<file path="config.mk">
export PLATFORM = sky130hd
export DESIGN_NAME = color_string_parser_core
export DESIGN_NICKNAME = d
export VERILOG_FILES = /design/src/hdl/csp_pkg.sv /design/src/hdl/csp_parse.sv /design/src/hdl/csp_resolve.sv /design/src/hdl/color_string_parser_core.sv
export SDC_FILE = /design/constraint.sdc
export NUM_CORES = 1
export LEC_CHECK = 0
export BUFFER_PORTS_ARGS = -buffer_cell sky130_fd_sc_hd__buf_4
export CAP_MARGIN = 20
export CORE_MARGIN = 8
export CORE_UTILIZATION = 50
export DETAILED_ROUTE_END_ITERATION = 7
export HOLD_SLACK_MARGIN = 0.12
export PLACE_DENSITY = 0.69
export SLEW_MARGIN = 20
export SYNTH_ARGS = -nofsm -noshare
export SYNTH_HDL_FRONTEND = slang
export SYNTH_SLANG_ARGS = --single-unit
</file>
<file path="constraint.sdc">
create_clock -name clk -period 4.3 [get_ports clk]
set_input_delay 0.43 -clock clk [delete_from_list [all_inputs] [get_ports clk]]
set_output_delay 0.43 -clock clk [all_outputs]
set_load 0.02 [all_outputs]
</file>
<file path="src/hdl/csp_pkg.sv">
// csp_pkg: shared types, constants and the named colour table for the colour string parser
// depends on nothing; imported by every module of the parser
`timescale 1ns / 1ps

package csp_pkg;

  localparam int TABLE_ENTRIES   = 38;
  localparam int MAX_CHARS       = 12;
  localparam int TRANSPARENT_IDX = 37;
  localparam int NAME_CHARS      = 11;
  localparam int POS_W           = 4;
  localparam int NIBBLE_W        = 24;

  localparam logic [7:0] HASH_CHAR   = 8'h23;
  localparam logic [7:0] ALPHA_OPAQUE = 8'd255;
  localparam logic [7:0] ALPHA_CLEAR  = 8'd0;
  localparam logic [POS_W-1:0] HEX6_LEN = POS_W'(7);
  localparam logic [POS_W-1:0] HEX3_LEN = POS_W'(4);

  // one named colour: text right-aligned, last character in the low byte
  typedef struct packed {
    logic [8*NAME_CHARS-1:0] txt;
    logic [POS_W-1:0]        len;
    logic [7:0]              r;
    logic [7:0]              g;
    logic [7:0]              b;
  } color_entry_t;

  localparam color_entry_t COLOR_TABLE [TABLE_ENTRIES] = '{
    '{"black",       4'd5,  8'd0,   8'd0,   8'd0  },
    '{"white",       4'd5,  8'd255, 8'd255, 8'd255},
    '{"red",         4'd3,  8'd255, 8'd0,   8'd0  },
    '{"green",       4'd5,  8'd0,   8'd128, 8'd0  },
    '{"blue",        4'd4,  8'd0,   8'd0,   8'd255},
    '{"yellow",      4'd6,  8'd255, 8'd255, 8'd0  },
    '{"cyan",        4'd4,  8'd0,   8'd255, 8'd255},
    '{"magenta",     4'd7,  8'd255, 8'd0,   8'd255},
    '{"darkblue",    4'd8,  8'd0,   8'd0,   8'd139},
    '{"darkgreen",   4'd9,  8'd0,   8'd100, 8'd0  },
    '{"darkred",     4'd7,  8'd139, 8'd0,   8'd0  },
    '{"darkcyan",    4'd8,  8'd0,   8'd139, 8'd139},
    '{"darkmagenta", 4'd11, 8'd139, 8'd0,   8'd139},
    '{"darkyellow",  4'd10, 8'd139, 8'd139, 8'd0  },
    '{"gray",        4'd4,  8'd128, 8'd128, 8'd128},
    '{"grey",        4'd4,  8'd128, 8'd128, 8'd128},
    '{"lightgray",   4'd9,  8'd211, 8'd211, 8'd211},
    '{"lightgrey",   4'd9,  8'd211, 8'd211, 8'd211},
    '{"darkgray",    4'd8,  8'd169, 8'd169, 8'd169},
    '{"darkgrey",    4'd8,  8'd169, 8'd169, 8'd169},
    '{"silver",      4'd6,  8'd192, 8'd192, 8'd192},
    '{"orange",      4'd6,  8'd255, 8'd165, 8'd0  },
    '{"pink",        4'd4,  8'd255, 8'd192, 8'd203},
    '{"purple",      4'd6,  8'd128, 8'd0,   8'd128},
    '{"brown",       4'd5,  8'd139, 8'd69,  8'd19 },
    '{"lime",        4'd4,  8'd0,   8'd255, 8'd0  },
    '{"navy",        4'd4,  8'd0,   8'd0,   8'd128},
    '{"teal",        4'd4,  8'd0,   8'd128, 8'd128},
    '{"maroon",      4'd6,  8'd128, 8'd0,   8'd0  },
    '{"olive",       4'd5,  8'd128, 8'd128, 8'd0  },
    '{"aqua",        4'd4,  8'd0,   8'd255, 8'd255},
    '{"fuchsia",     4'd7,  8'd255, 8'd0,   8'd255},
    '{"coral",       4'd5,  8'd255, 8'd127, 8'd80 },
    '{"salmon",      4'd6,  8'd250, 8'd128, 8'd114},
    '{"gold",        4'd4,  8'd255, 8'd215, 8'd0  },
    '{"indigo",      4'd6,  8'd75,  8'd0,   8'd130},
    '{"violet",      4'd6,  8'd238, 8'd130, 8'd238},
    '{"transparent", 4'd11, 8'd0,   8'd0,   8'd0  }
  };

  // parse state carried from one character to the next
  typedef struct packed {
    logic [POS_W-1:0]         pos;
    logic                     hex_mode;
    logic [NIBBLE_W-1:0]      nibbles;
    logic                     hex_invalid;
    logic [TABLE_ENTRIES-1:0] mask;
    logic                     too_long;
  } parse_state_t;

  // one finished result
  typedef struct packed {
    logic       ok;
    logic [7:0] red;
    logic [7:0] green;
    logic [7:0] blue;
    logic [7:0] alpha;
  } color_result_t;

  // character of a table entry at a given position, zero past its end
  function automatic logic [7:0] entry_char(input int idx, input logic [POS_W-1:0] p);
    int sh;
    sh = 8 * (int'(COLOR_TABLE[idx].len) - 1 - int'(p));
    if (sh < 0) begin
      return 8'd0;
    end
    return COLOR_TABLE[idx].txt[sh +: 8];
  endfunction

endpackage

</file>
<file path="src/hdl/csp_parse.sv">
// csp_parse: per-character parse state registers and their next-state logic
// depends on csp_pkg
`timescale 1ns / 1ps

module csp_parse
  import csp_pkg::*;
(
  input  logic         clk,
  input  logic         rst,
  input  logic         step,
  input  logic [7:0]   char_code,
  input  logic         is_last,
  output parse_state_t state,
  output parse_state_t state_next
);

  logic [7:0]               low;
  logic                     digit_ok;
  logic [3:0]               digit;
  logic [TABLE_ENTRIES-1:0] keep;

  parse_state_t reset_state;
  assign reset_state = '{pos: '0, hex_mode: 1'b0, nibbles: '0, hex_invalid: 1'b0,
                         mask: '1, too_long: 1'b0};

  // fold upper case letters to lower case
  always_comb begin
    if (char_code >= "A" && char_code <= "Z") begin
      low = char_code + 8'd32;
    end else begin
      low = char_code;
    end
  end

  // hex digit decode, either case
  always_comb begin
    digit_ok = 1'b1;
    digit    = 4'd0;
    if (char_code >= "0" && char_code <= "9") begin
      digit = 4'(char_code - "0");
    end else if (char_code >= "a" && char_code <= "f") begin
      digit = 4'(char_code - "a" + 8'd10);
    end else if (char_code >= "A" && char_code <= "F") begin
      digit = 4'(char_code - "A" + 8'd10);
    end else begin
      digit_ok = 1'b0;
    end
  end

  // one comparator per table entry
  always_comb begin
    for (int i = 0; i < TABLE_ENTRIES; i++) begin
      keep[i] = (state.pos < COLOR_TABLE[i].len) && (entry_char(i, state.pos) == low);
    end
  end

  // next state for the character in hand
  always_comb begin
    state_next = state;
    if (state.pos >= POS_W'(MAX_CHARS)) begin
      state_next.too_long = 1'b1;
    end else begin
      if (state.pos == '0 && char_code == HASH_CHAR) begin
        state_next.hex_mode = 1'b1;
      end
      if (state.pos != '0 && state.hex_mode) begin
        if (!digit_ok) begin
          state_next.hex_invalid = 1'b1;
        end else begin
          state_next.nibbles = {state.nibbles[NIBBLE_W-5:0], digit};
        end
      end
      state_next.mask = state.mask & keep;
      state_next.pos  = state.pos + POS_W'(1);
    end
  end

  // state returns to reset after each last character
  always_ff @(posedge clk) begin
    if (rst) begin
      state <= reset_state;
    end else if (step) begin
      if (is_last) begin
        state <= reset_state;
      end else begin
        state <= state_next;
      end
    end
  end

endmodule

</file>
<file path="src/hdl/csp_resolve.sv">
// csp_resolve: turns the final parse state into a colour result
// depends on csp_pkg
`timescale 1ns / 1ps

module csp_resolve
  import csp_pkg::*;
(
  input  parse_state_t  fin,
  output color_result_t result
);

  logic [TABLE_ENTRIES-1:0] hit;
  logic [TABLE_ENTRIES-1:0] first_hit;
  color_result_t            named;
  logic [3:0]               d_r, d_g, d_b;

  // entries still in the running whose length matches exactly
  always_comb begin
    for (int i = 0; i < TABLE_ENTRIES; i++) begin
      hit[i] = fin.mask[i] && (COLOR_TABLE[i].len == fin.pos);
    end
  end

  // lowest matching entry wins
  assign first_hit = hit & (~hit + TABLE_ENTRIES'(1));

  always_comb begin
    named = '0;
    for (int i = 0; i < TABLE_ENTRIES; i++) begin
      if (first_hit[i]) begin
        named.ok    = 1'b1;
        named.red   = named.red   | COLOR_TABLE[i].r;
        named.green = named.green | COLOR_TABLE[i].g;
        named.blue  = named.blue  | COLOR_TABLE[i].b;
        named.alpha = named.alpha | ((i == TRANSPARENT_IDX) ? ALPHA_CLEAR : ALPHA_OPAQUE);
      end
    end
  end

  // short form digits, each times 17 is the digit doubled
  assign d_r = fin.nibbles[11:8];
  assign d_g = fin.nibbles[7:4];
  assign d_b = fin.nibbles[3:0];

  // pick hex or named result, zero on failure
  always_comb begin
    result = '0;
    if (!fin.too_long) begin
      if (fin.hex_mode) begin
        if (!fin.hex_invalid && fin.pos == HEX6_LEN) begin
          result = '{ok: 1'b1, red: fin.nibbles[23:16], green: fin.nibbles[15:8],
                     blue: fin.nibbles[7:0], alpha: ALPHA_OPAQUE};
        end else if (!fin.hex_invalid && fin.pos == HEX3_LEN) begin
          result = '{ok: 1'b1, red: {d_r, d_r}, green: {d_g, d_g},
                     blue: {d_b, d_b}, alpha: ALPHA_OPAQUE};
        end
      end else begin
        result = named;
      end
    end
  end

endmodule

</file>
<file path="src/hdl/color_string_parser_core.sv">
// color_string_parser_core: top level of the colour string parser, stream ports and registers
// depends on csp_pkg, csp_parse and csp_resolve
`timescale 1ns / 1ps

// Parses a colour string sent one character per request, the last character marked by
// s_tlast. Strings starting with '#' take 3 or 6 hex digits of either case; anything else
// is matched, case folded, against a table of 38 named colours, "transparent" giving alpha
// 0. Exactly one result follows each last character: m_tuser is 1 on success, and on
// failure all channels are 0. Strings longer than 12 characters fail. One character is
// taken every cycle while the input is not stalled; a result is presented once its last
// character has passed from the input register into the result register. While a result
// waits unread, further characters of the next string are still taken; the next last
// character is held in the input register and stalls the input until the waiting result is
// read.
module color_string_parser_core
  import csp_pkg::*;
(
  input  logic        clk,
  input  logic        rst,
  input  logic        s_tvalid,
  output logic        s_tready,
  input  logic [7:0]  s_tdata,   // [7:0] char_code
  input  logic        s_tlast,   // is_last
  output logic        m_tvalid,
  input  logic        m_tready,
  output logic [31:0] m_tdata,   // [7:0] red, [15:8] green, [23:16] blue, [31:24] alpha
  output logic        m_tuser    // ok
);

  logic          in_valid;
  logic [7:0]    in_char;
  logic          in_last;
  logic          out_free;
  logic          advance;
  parse_state_t  state;
  parse_state_t  state_next;
  color_result_t result;

  // character in the input register moves on unless its result has nowhere to go
  assign out_free = !m_tvalid || m_tready;
  assign advance  = in_valid && (!in_last || out_free);
  assign s_tready = !in_valid || advance;

  // input register
  always_ff @(posedge clk) begin
    if (rst) begin
      in_valid <= 1'b0;
    end else if (s_tready) begin
      in_valid <= s_tvalid;
    end
  end

  always_ff @(posedge clk) begin
    if (s_tready && s_tvalid) begin
      in_char <= s_tdata;
      in_last <= s_tlast;
    end
  end

  csp_parse u_parse (
    .clk        (clk),
    .rst        (rst),
    .step       (advance),
    .char_code  (in_char),
    .is_last    (in_last),
    .state      (state),
    .state_next (state_next)
  );

  csp_resolve u_resolve (
    .fin    (state_next),
    .result (result)
  );

  // result register
  always_ff @(posedge clk) begin
    if (rst) begin
      m_tvalid <= 1'b0;
    end else if (advance && in_last) begin
      m_tvalid <= 1'b1;
    end else if (m_tready) begin
      m_tvalid <= 1'b0;
    end
  end

  always_ff @(posedge clk) begin
    if (advance && in_last) begin
      m_tuser <= result.ok;
      m_tdata <= {result.alpha, result.blue, result.green, result.red};
    end
  end

`ifndef NO_ASSERTIONS
  // a failed result carries zero channels
  a_fail_zero: assert property (@(posedge clk) disable iff (rst)
    (m_tvalid && !m_tuser) |-> (m_tdata == '0))
    else $error("failed result with nonzero channels");

  // position saturates at the character limit
  a_pos_bound: assert property (@(posedge clk) disable iff (rst)
    state.pos <= POS_W'(MAX_CHARS))
    else $error("character position beyond limit");

  // parse state is back at reset after a last character
  a_clear_after_last: assert property (@(posedge clk) disable iff (rst)
    (advance && in_last) |=> (state.pos == '0 && state.mask == '1 && !state.hex_mode
                              && !state.too_long))
    else $error("parse state not cleared after last character");

  // a waiting result is never overwritten
  a_no_overwrite: assert property (@(posedge clk) disable iff (rst)
    (m_tvalid && !m_tready) |-> !(advance && in_last))
    else $error("result overwritten while waiting");
`endif

endmodule
</file>
==> results_dict.tcl, run 1 <==
set metrics [dict create \
    syn_avg_cell_area_um2 7.39 \
    grt_pass1_vias 14133 \
    dp_hpwl_mm 40.8 \
    synth_compound_area_share_pct 33.0 \
    status "complete, but fails checks" \
    layout-drive-gt1-share_pct 35.1 \
    final_core_util_pct 70.5 \
    path_clk_slew_ns 0.11 \
    synth_top_area_share_pct 11.7 \
    cts_sinks 106 \
    finalSetupViolCount 12 \
    worstPathArrival_ns 4.72 \
    root_buffer "clkbuf_16" \
    final_cells 2321 \
    drcViolationCount 0 \
    track_usage_pct 36.1 \
    numPlacedInstances 2248 \
    swShare_pct 35.3 \
    cp_max_fo 4 \
    io_buffers 47 \
    p_per_area_nw_per_um2 166 \
    synthXorXnorAreaFrac_pct 5.72 \
    synthTopCellsByArea "dfxtp_1 12%, edfxtp_1 8.7%, o21ai_0 6.4%, nand2_1 4.6%, xnor2_1 4.5%" \
    fmax_mhz 222 \
    syn_area_um2 12100 \
    worstPathRequired_ns 4.51 \
    synth-seq-cells 106 \
    path_class "reg2reg" \
    final_nets 2028 \
    finalWirelength_mm 55.4 \
    ys_async_sr_fraction_pct 0 \
    setup_slack_ns -0.212 \
    synth_top_family_by_area "compound AO/OA/AOI/OAI gates" \
    coreArea_um2 24000 \
    yosys-mux-area-fraction_pct 2.44 \
    synth.most_common_cell "o21ai_0" \
    synth-main-ff-cell "dfxtp_1" \
    areaGrowthSynthToFinish_pct 40.0 \
    first_pass_iters 6 \
    clk_path_buf_depth 2 \
    viasPerCell 6.59 \
    pin_count 48 \
    pwr-share-clk_pct 32.2 \
    syn_nets 1676 \
    synthAdderAreaFrac_pct 2.48 \
    switching_power_uw 992 \
    power.leakage_uw 0.00680 \
    seq_area_frac_synth_pct 20.4 \
    stdcell_area_um2 17000 \
    grt_max_degree 73 \
    fp.dieW_um 172 \
    ys_top_cells_by_count "155 x o21ai_0, 147 x nand2_1, 121 x nor2_1" \
    maxCapViolCount 0 \
    fin_crit_ns 4.51 \
    endpoint_kind "flop" \
    ir_worst_vdd_mv 0.171 \
    cts_tree "built" \
    maxSlewHeadroom_pct 32.3 \
    hold_viol 0 \
    yosysTopAreaCell "dfxtp_1" \
    synth_cells 1639 \
    wl_per_cell_um 23.9 \
    grt_pass1_wl_mm 82.5 \
    drv_slew 0 \
    num_vias 15296 \
    gp_congestion 1.00 \
    ant_nets 0 \
    fin_crit_sh_pct 105 \
    antenna_found_initial 0 \
    postCtsHoldBufs 0 \
    fp.dieH_um 172 \
    p_int_uw 1820 \
    place_area_um2 15300 \
    synthSimpleGateAreaFrac_pct 28.5 \
    fin_skew_ns 0.0362 \
    hold-worst-slack_ns 0.214 \
    initialDrtViolationCount 2078 \
    worstHoldPathType "in2reg" \
    cts_buffers 9 \
    startpoint_type "flop" \
    tightest_slew_ns 1.01 \
    post-place-ws_ns -0.227 \
    synth-edff-count 35 \
    violations "negative setup slack" \
    p_comb_share_pct 28.9 \
    clk_latency_ns 0.38 \
    synth_warnings 0 \
    ys_types 118 \
    dieArea_um2 29500 \
    htree_levels 3 \
    grt_overflow_total 0 \
    rsz0062_at_grt "yes" \
    sequentialPowerShare_pct 38.9 \
    rows 57 \
    initial_core_util_pct 50.4 \
]
repair_timing:
item                       4_1_cts  5_1_grt
setup endpoints to repair       26       26
buffers inserted                25       34
gates resized for setup         56      113
pin swaps                       19       49
worst max-delay path: stages, from the launching register on:
cell       delay, ns
edfxtp_1        0.44
inv_2           0.10
ha_4            0.14
nand4b_4        0.12
or3_4           0.42
or4_4           0.46
a311o_2         0.50
a2111oi_4       0.26
a41oi_2         0.24
nor3_4          0.34
nand4_1         0.17
buf_4           0.18
a2111oi_4       0.44
buf_4           0.19
nor4_2          0.04
buf_4           0.16
o22ai_2         0.12
cell usage in the layout (no fill, tap or decap), drive strengths merged, types with 34 or more instances in the layout:
cell type / instances
nor3: 55
o21ai: 167
buf: 493
edfxtp: 35
nor2: 122
nand2: 148
nand3: 49
nand2b: 40
nor2b: 34
a21oi: 100
dfxtp: 71
xnor2: 63
inv: 41
per-stage QoR:
step / setup TNS (ns) / power [µW]
after floorplan: -0.0167 / 1540
after global placement: -2.25 / 1820
after detailed placement: -3.06 / 1830
after CTS: -0.291 / 2750
after global routing: -2.96 / 2900
final: -1.13 / 2810
cells by family after synthesis:
| kind of cell | Yosys count |
|---|---|
| compound gates | 585 |
| xor+xnor | 72 |
| fa+ha+maj | 24 |
| buf+inv | 191 |
| flops | 106 |
| mux | 29 |
| simple gates | 632 |
power by group through the flow:
stage                     clock network, µW  logic [µW]  registers (µW)
after CTS                               909         746            1090
after detailed placement                  0         714            1110
after floorplan                           0         435            1110
after global routing                    945         858            1100
final                                   907         813            1090
after global placement                    0         709            1110
flip-flops by register name, indices dropped and copies added (netlist names):
register / count
m_tdata: 25
m_tuser: 1
u_parse.state: 69
in_char: 8
m_tvalid: 1
in_last: 1
in_valid: 1
final timing paths:
path | from | endpoint | slack [ns] | depth (start not counted)
hold reg to reg | u_parse.state[17]$_SDFFE_PP1P_ | u_parse.state[17]$_SDFFE_PP1P_ | 0.47 | 2
setup / recovery | in_char[5]$_DFFE_PP_ | m_tdata[18]$_SDFFCE_PN0P_ | -0.21 | 16
hold / removal | s_tdata[3] | in_char[3]$_DFFE_PP_ | 0.21 | 1
setup reg to reg | in_char[5]$_DFFE_PP_ | m_tdata[18]$_SDFFCE_PN0P_ | -0.21 | 16
routing by layer:
metal,share of wire (%),track usage [%],vias up,routed length (µm)
met5,0,0,-,0
met4,6.8,21.2,0,3760
met3,8.9,5.03,238,4910
met2,45,58.1,965,25000
met1,39,45.6,7199,21700
li1,-,-,6894,-
final cells by class:
cell class,count,area (µm²)
antenna,1,2.50
clock buffer,9,225
clock inverter,7,91.3
fill,1956,7080
inverter,39,156
multi-input combinational,1342,9590
sequential,106,2480
tap,324,405
timing repair buffer,493,3990
Note: power is estimated with default switching activity, not from simulation.
==> run 2, diff against run 1 <==
--- a/config.mk
+++ b/config.mk
@@ -9,9 +9,11 @@
 export CAP_MARGIN = 20
 export CORE_MARGIN = 8
 export CORE_UTILIZATION = 50
+export CTS_BUF_LIST = sky130_fd_sc_hd__clkbuf_4
 export DETAILED_ROUTE_END_ITERATION = 7
 export HOLD_SLACK_MARGIN = 0.12
 export PLACE_DENSITY = 0.69
+export SKIP_LAST_GASP = 1
 export SLEW_MARGIN = 20
 export SYNTH_ARGS = -nofsm -noshare
 export SYNTH_HDL_FRONTEND = slang
==> run 2 against run 1 <==
First-iteration DRC count decreased by 11%. Combinational power increased by 3.8%. Via count increased by 1.1%. The run still ends with negative setup slack left. Highest routed layer unchanged. Fmax increased by 1.8%. Hold slack got worse by 0.00089 ns. Sequential power about the same.
==> results_dict.tcl, run 2 (synthesis gave the netlist of run 1 again) <==
set metrics [dict create \
    areaGrowthSynthToFinish_pct 42.7 \
    initial_core_util_pct 50.4 \
    maxSlewHeadroom_pct 33.3 \
    fin_skew_ns 0.0859 \
    gp_congestion 1.00 \
    top_usage_layer "met2" \
    htree_levels 3 \
    grt_pass1_wl_mm 83.2 \
    post-place-ws_ns -0.227 \
    viasPerCell 6.58 \
    layout_common_cells "464 x buf_4, 144 x o21ai_0, 141 x nand2_1, 114 x nor2_1, 87 x a21oi_1" \
    cts_sinks 106 \
    ant_nets 0 \
    io_buffers 47 \
    r2r_cells 18 \
    dieArea_um2 29500 \
    fin_total_pwr_uw 2540 \
    drcViolationCount 0 \
    cts_buffers 9 \
    grt_pass1_vias 14170 \
    root_buffer "clkbuf_4" \
    pin_count 48 \
    rsz0062_at_grt "yes" \
    violations "negative setup slack" \
    fp.dieH_um 172 \
    maxCapViolCount 0 \
    ir_worst_vdd_mv 0.173 \
    num_vias 15462 \
    grt_overflow_total 0 \
    stdcell_area_um2 17300 \
    hold_viol 0 \
    track_usage_pct 36.4 \
    fmax_mhz 226 \
    final_nets 2057 \
    layout-drive-gt1-share_pct 37.0 \
    setup_slack_ns -0.130 \
    p_per_area_nw_per_um2 147 \
    power.leakage_uw 0.00690 \
    fin_crit_sh_pct 103 \
    met2_usage_pct 58.3 \
    startpoint "in_char[0]$_DFFE_PP_" \
    whs_path_depth 4 \
    place_area_um2 15300 \
    status "complete, but fails checks" \
    finalSetupViolCount 17 \
    tightest_slew_ns 0.997 \
    clk_latency_ns 0.55 \
    worstHoldPathType "in2reg" \
    multi_input_area_um2 9780 \
    rows 57 \
    coreArea_um2 24000 \
    startpoint_type "flop" \
    antenna_found_initial 1 \
    top_regs "u_parse.state: 69 flops, m_tdata: 25 flops, in_char: 8 flops" \
    worstPathArrival_ns 4.75 \
    reg2reg_from "in_char[0]$_DFFE_PP_" \
    wl_per_cell_um 23.8 \
    rr_endpoint "m_tdata[7]$_SDFFCE_PN0P_" \
    fp.dieW_um 172 \
    path_clk_slew_ns 0.27 \
    crit_end "m_tdata[7]$_SDFFCE_PN0P_" \
    largest-register "u_parse.state" \
    dp_hpwl_mm 40.8 \
    cts_tree "built" \
    met3_usage_pct 4.96 \
    clk_path_buf_depth 2 \
    initialDrtViolationCount 1859 \
    layout_commonest_cell "buf_4" \
    drv_slew 0 \
    fin_crit_ns 4.43 \
    nFillCells 1905 \
    path_class "reg2reg" \
    tns_ns -0.935 \
    first_pass_iters 5 \
    largest_reg_flops 69 \
    globalRouteMet1Util_pct 46.2 \
    cp_max_fo 5 \
    grt_max_degree 73 \
    worstPathRequired_ns 4.62 \
    r2r_setup_slack_ns -0.13 \
    register_area_um2 2480 \
    endpoint_kind "flop" \
    finalWirelength_mm 56.0 \
]
run 2: changes by cell type in the layout (fill, tap and decap cells not counted), sizes merged:
cell         delta
inv             -1
clkinvlp        +1
dlygate4sd3    +11
buf            +18
run 2: worst min-delay path by stage:
stage                                        start                              to  slack [ns]
floorplan           u_parse.state[60]$_SDFFE_PP0P_  u_parse.state[60]$_SDFFE_PP0P_        0.42
global placement    u_parse.state[61]$_SDFFE_PP0P_  u_parse.state[61]$_SDFFE_PP0P_        0.44
detailed placement  u_parse.state[15]$_SDFFE_PP1P_  u_parse.state[15]$_SDFFE_PP1P_        0.45
CTS                                       m_tready           m_tvalid$_SDFFE_PP0P_        0.18
global route                              m_tready           m_tvalid$_SDFFE_PP0P_        0.21
finish                                    m_tready           m_tvalid$_SDFFE_PP0P_        0.21
run 2: cell type report:
class                           instances  area share [%]
Clock inverter                          7           0.529
Clock buffer                            9           0.391
Multi-Input combinational cell       1342            56.6
Sequential cell                       106            14.4
Tap cell                              324            2.35
Timing Repair Buffer                  522            24.8
Antenna cell                            1          0.0145
Inverter                               39           0.927
run 2: timing repair:
item,in CTS,in global routing
hold endpoints to repair,11,0
setup endpoints to repair,26,26
hold buffers,11,0
resized for setup,99,128
pin swaps,30,58
setup buffers,42,36
gates cloned,0,0
run 2: stage by stage:
| stage | instances | util, % | hold slack [ns] |
|---|---|---|---|
| 4_1_cts | 2316 | 68.2 | 0.183 |
| 3_5_place_dp | 2248 | 63.6 | 0.452 |
| 6_report | 2350 | 71.9 | 0.213 |
| 2_1_floorplan | 1639 | - | 0.424 |
| 3_3_place_gp | 2248 | 63.6 | 0.437 |
| 5_1_grt | 2350 | 71.9 | 0.215 |
run 2: power breakdown:
part	internal, µW	switching [µW]
registers	1070	29.8
clock network	148	454
logic	349	495
total	1560	979
run 2: worst max-delay path: stages, from the launching register on:
cell and delay, ns:
edfxtp_1 0.58, ha_2 0.26, nor4b_4 0.26, buf_4 0.17
a211oi_4 0.09, a311oi_4 0.34, buf_4 0.17, a311oi_4 0.04
buf_4 0.16, buf_4 0.12, o211ai_1 0.08, buf_4 0.16
nand3_1 0.08, or4_4 0.55, or3_4 0.36, buf_4 0.14
o31a_1 0.30, buf_4 0.16, a41oi_1 0.18
run 2: layer usage:
layer | vias to the layer above | part of all wire [%]
met5 | - | 0
met1 | 7296 | 39
met4 | 0 | 6.9
met3 | 228 | 9.3
li1 | 6961 | -
met2 | 977 | 45
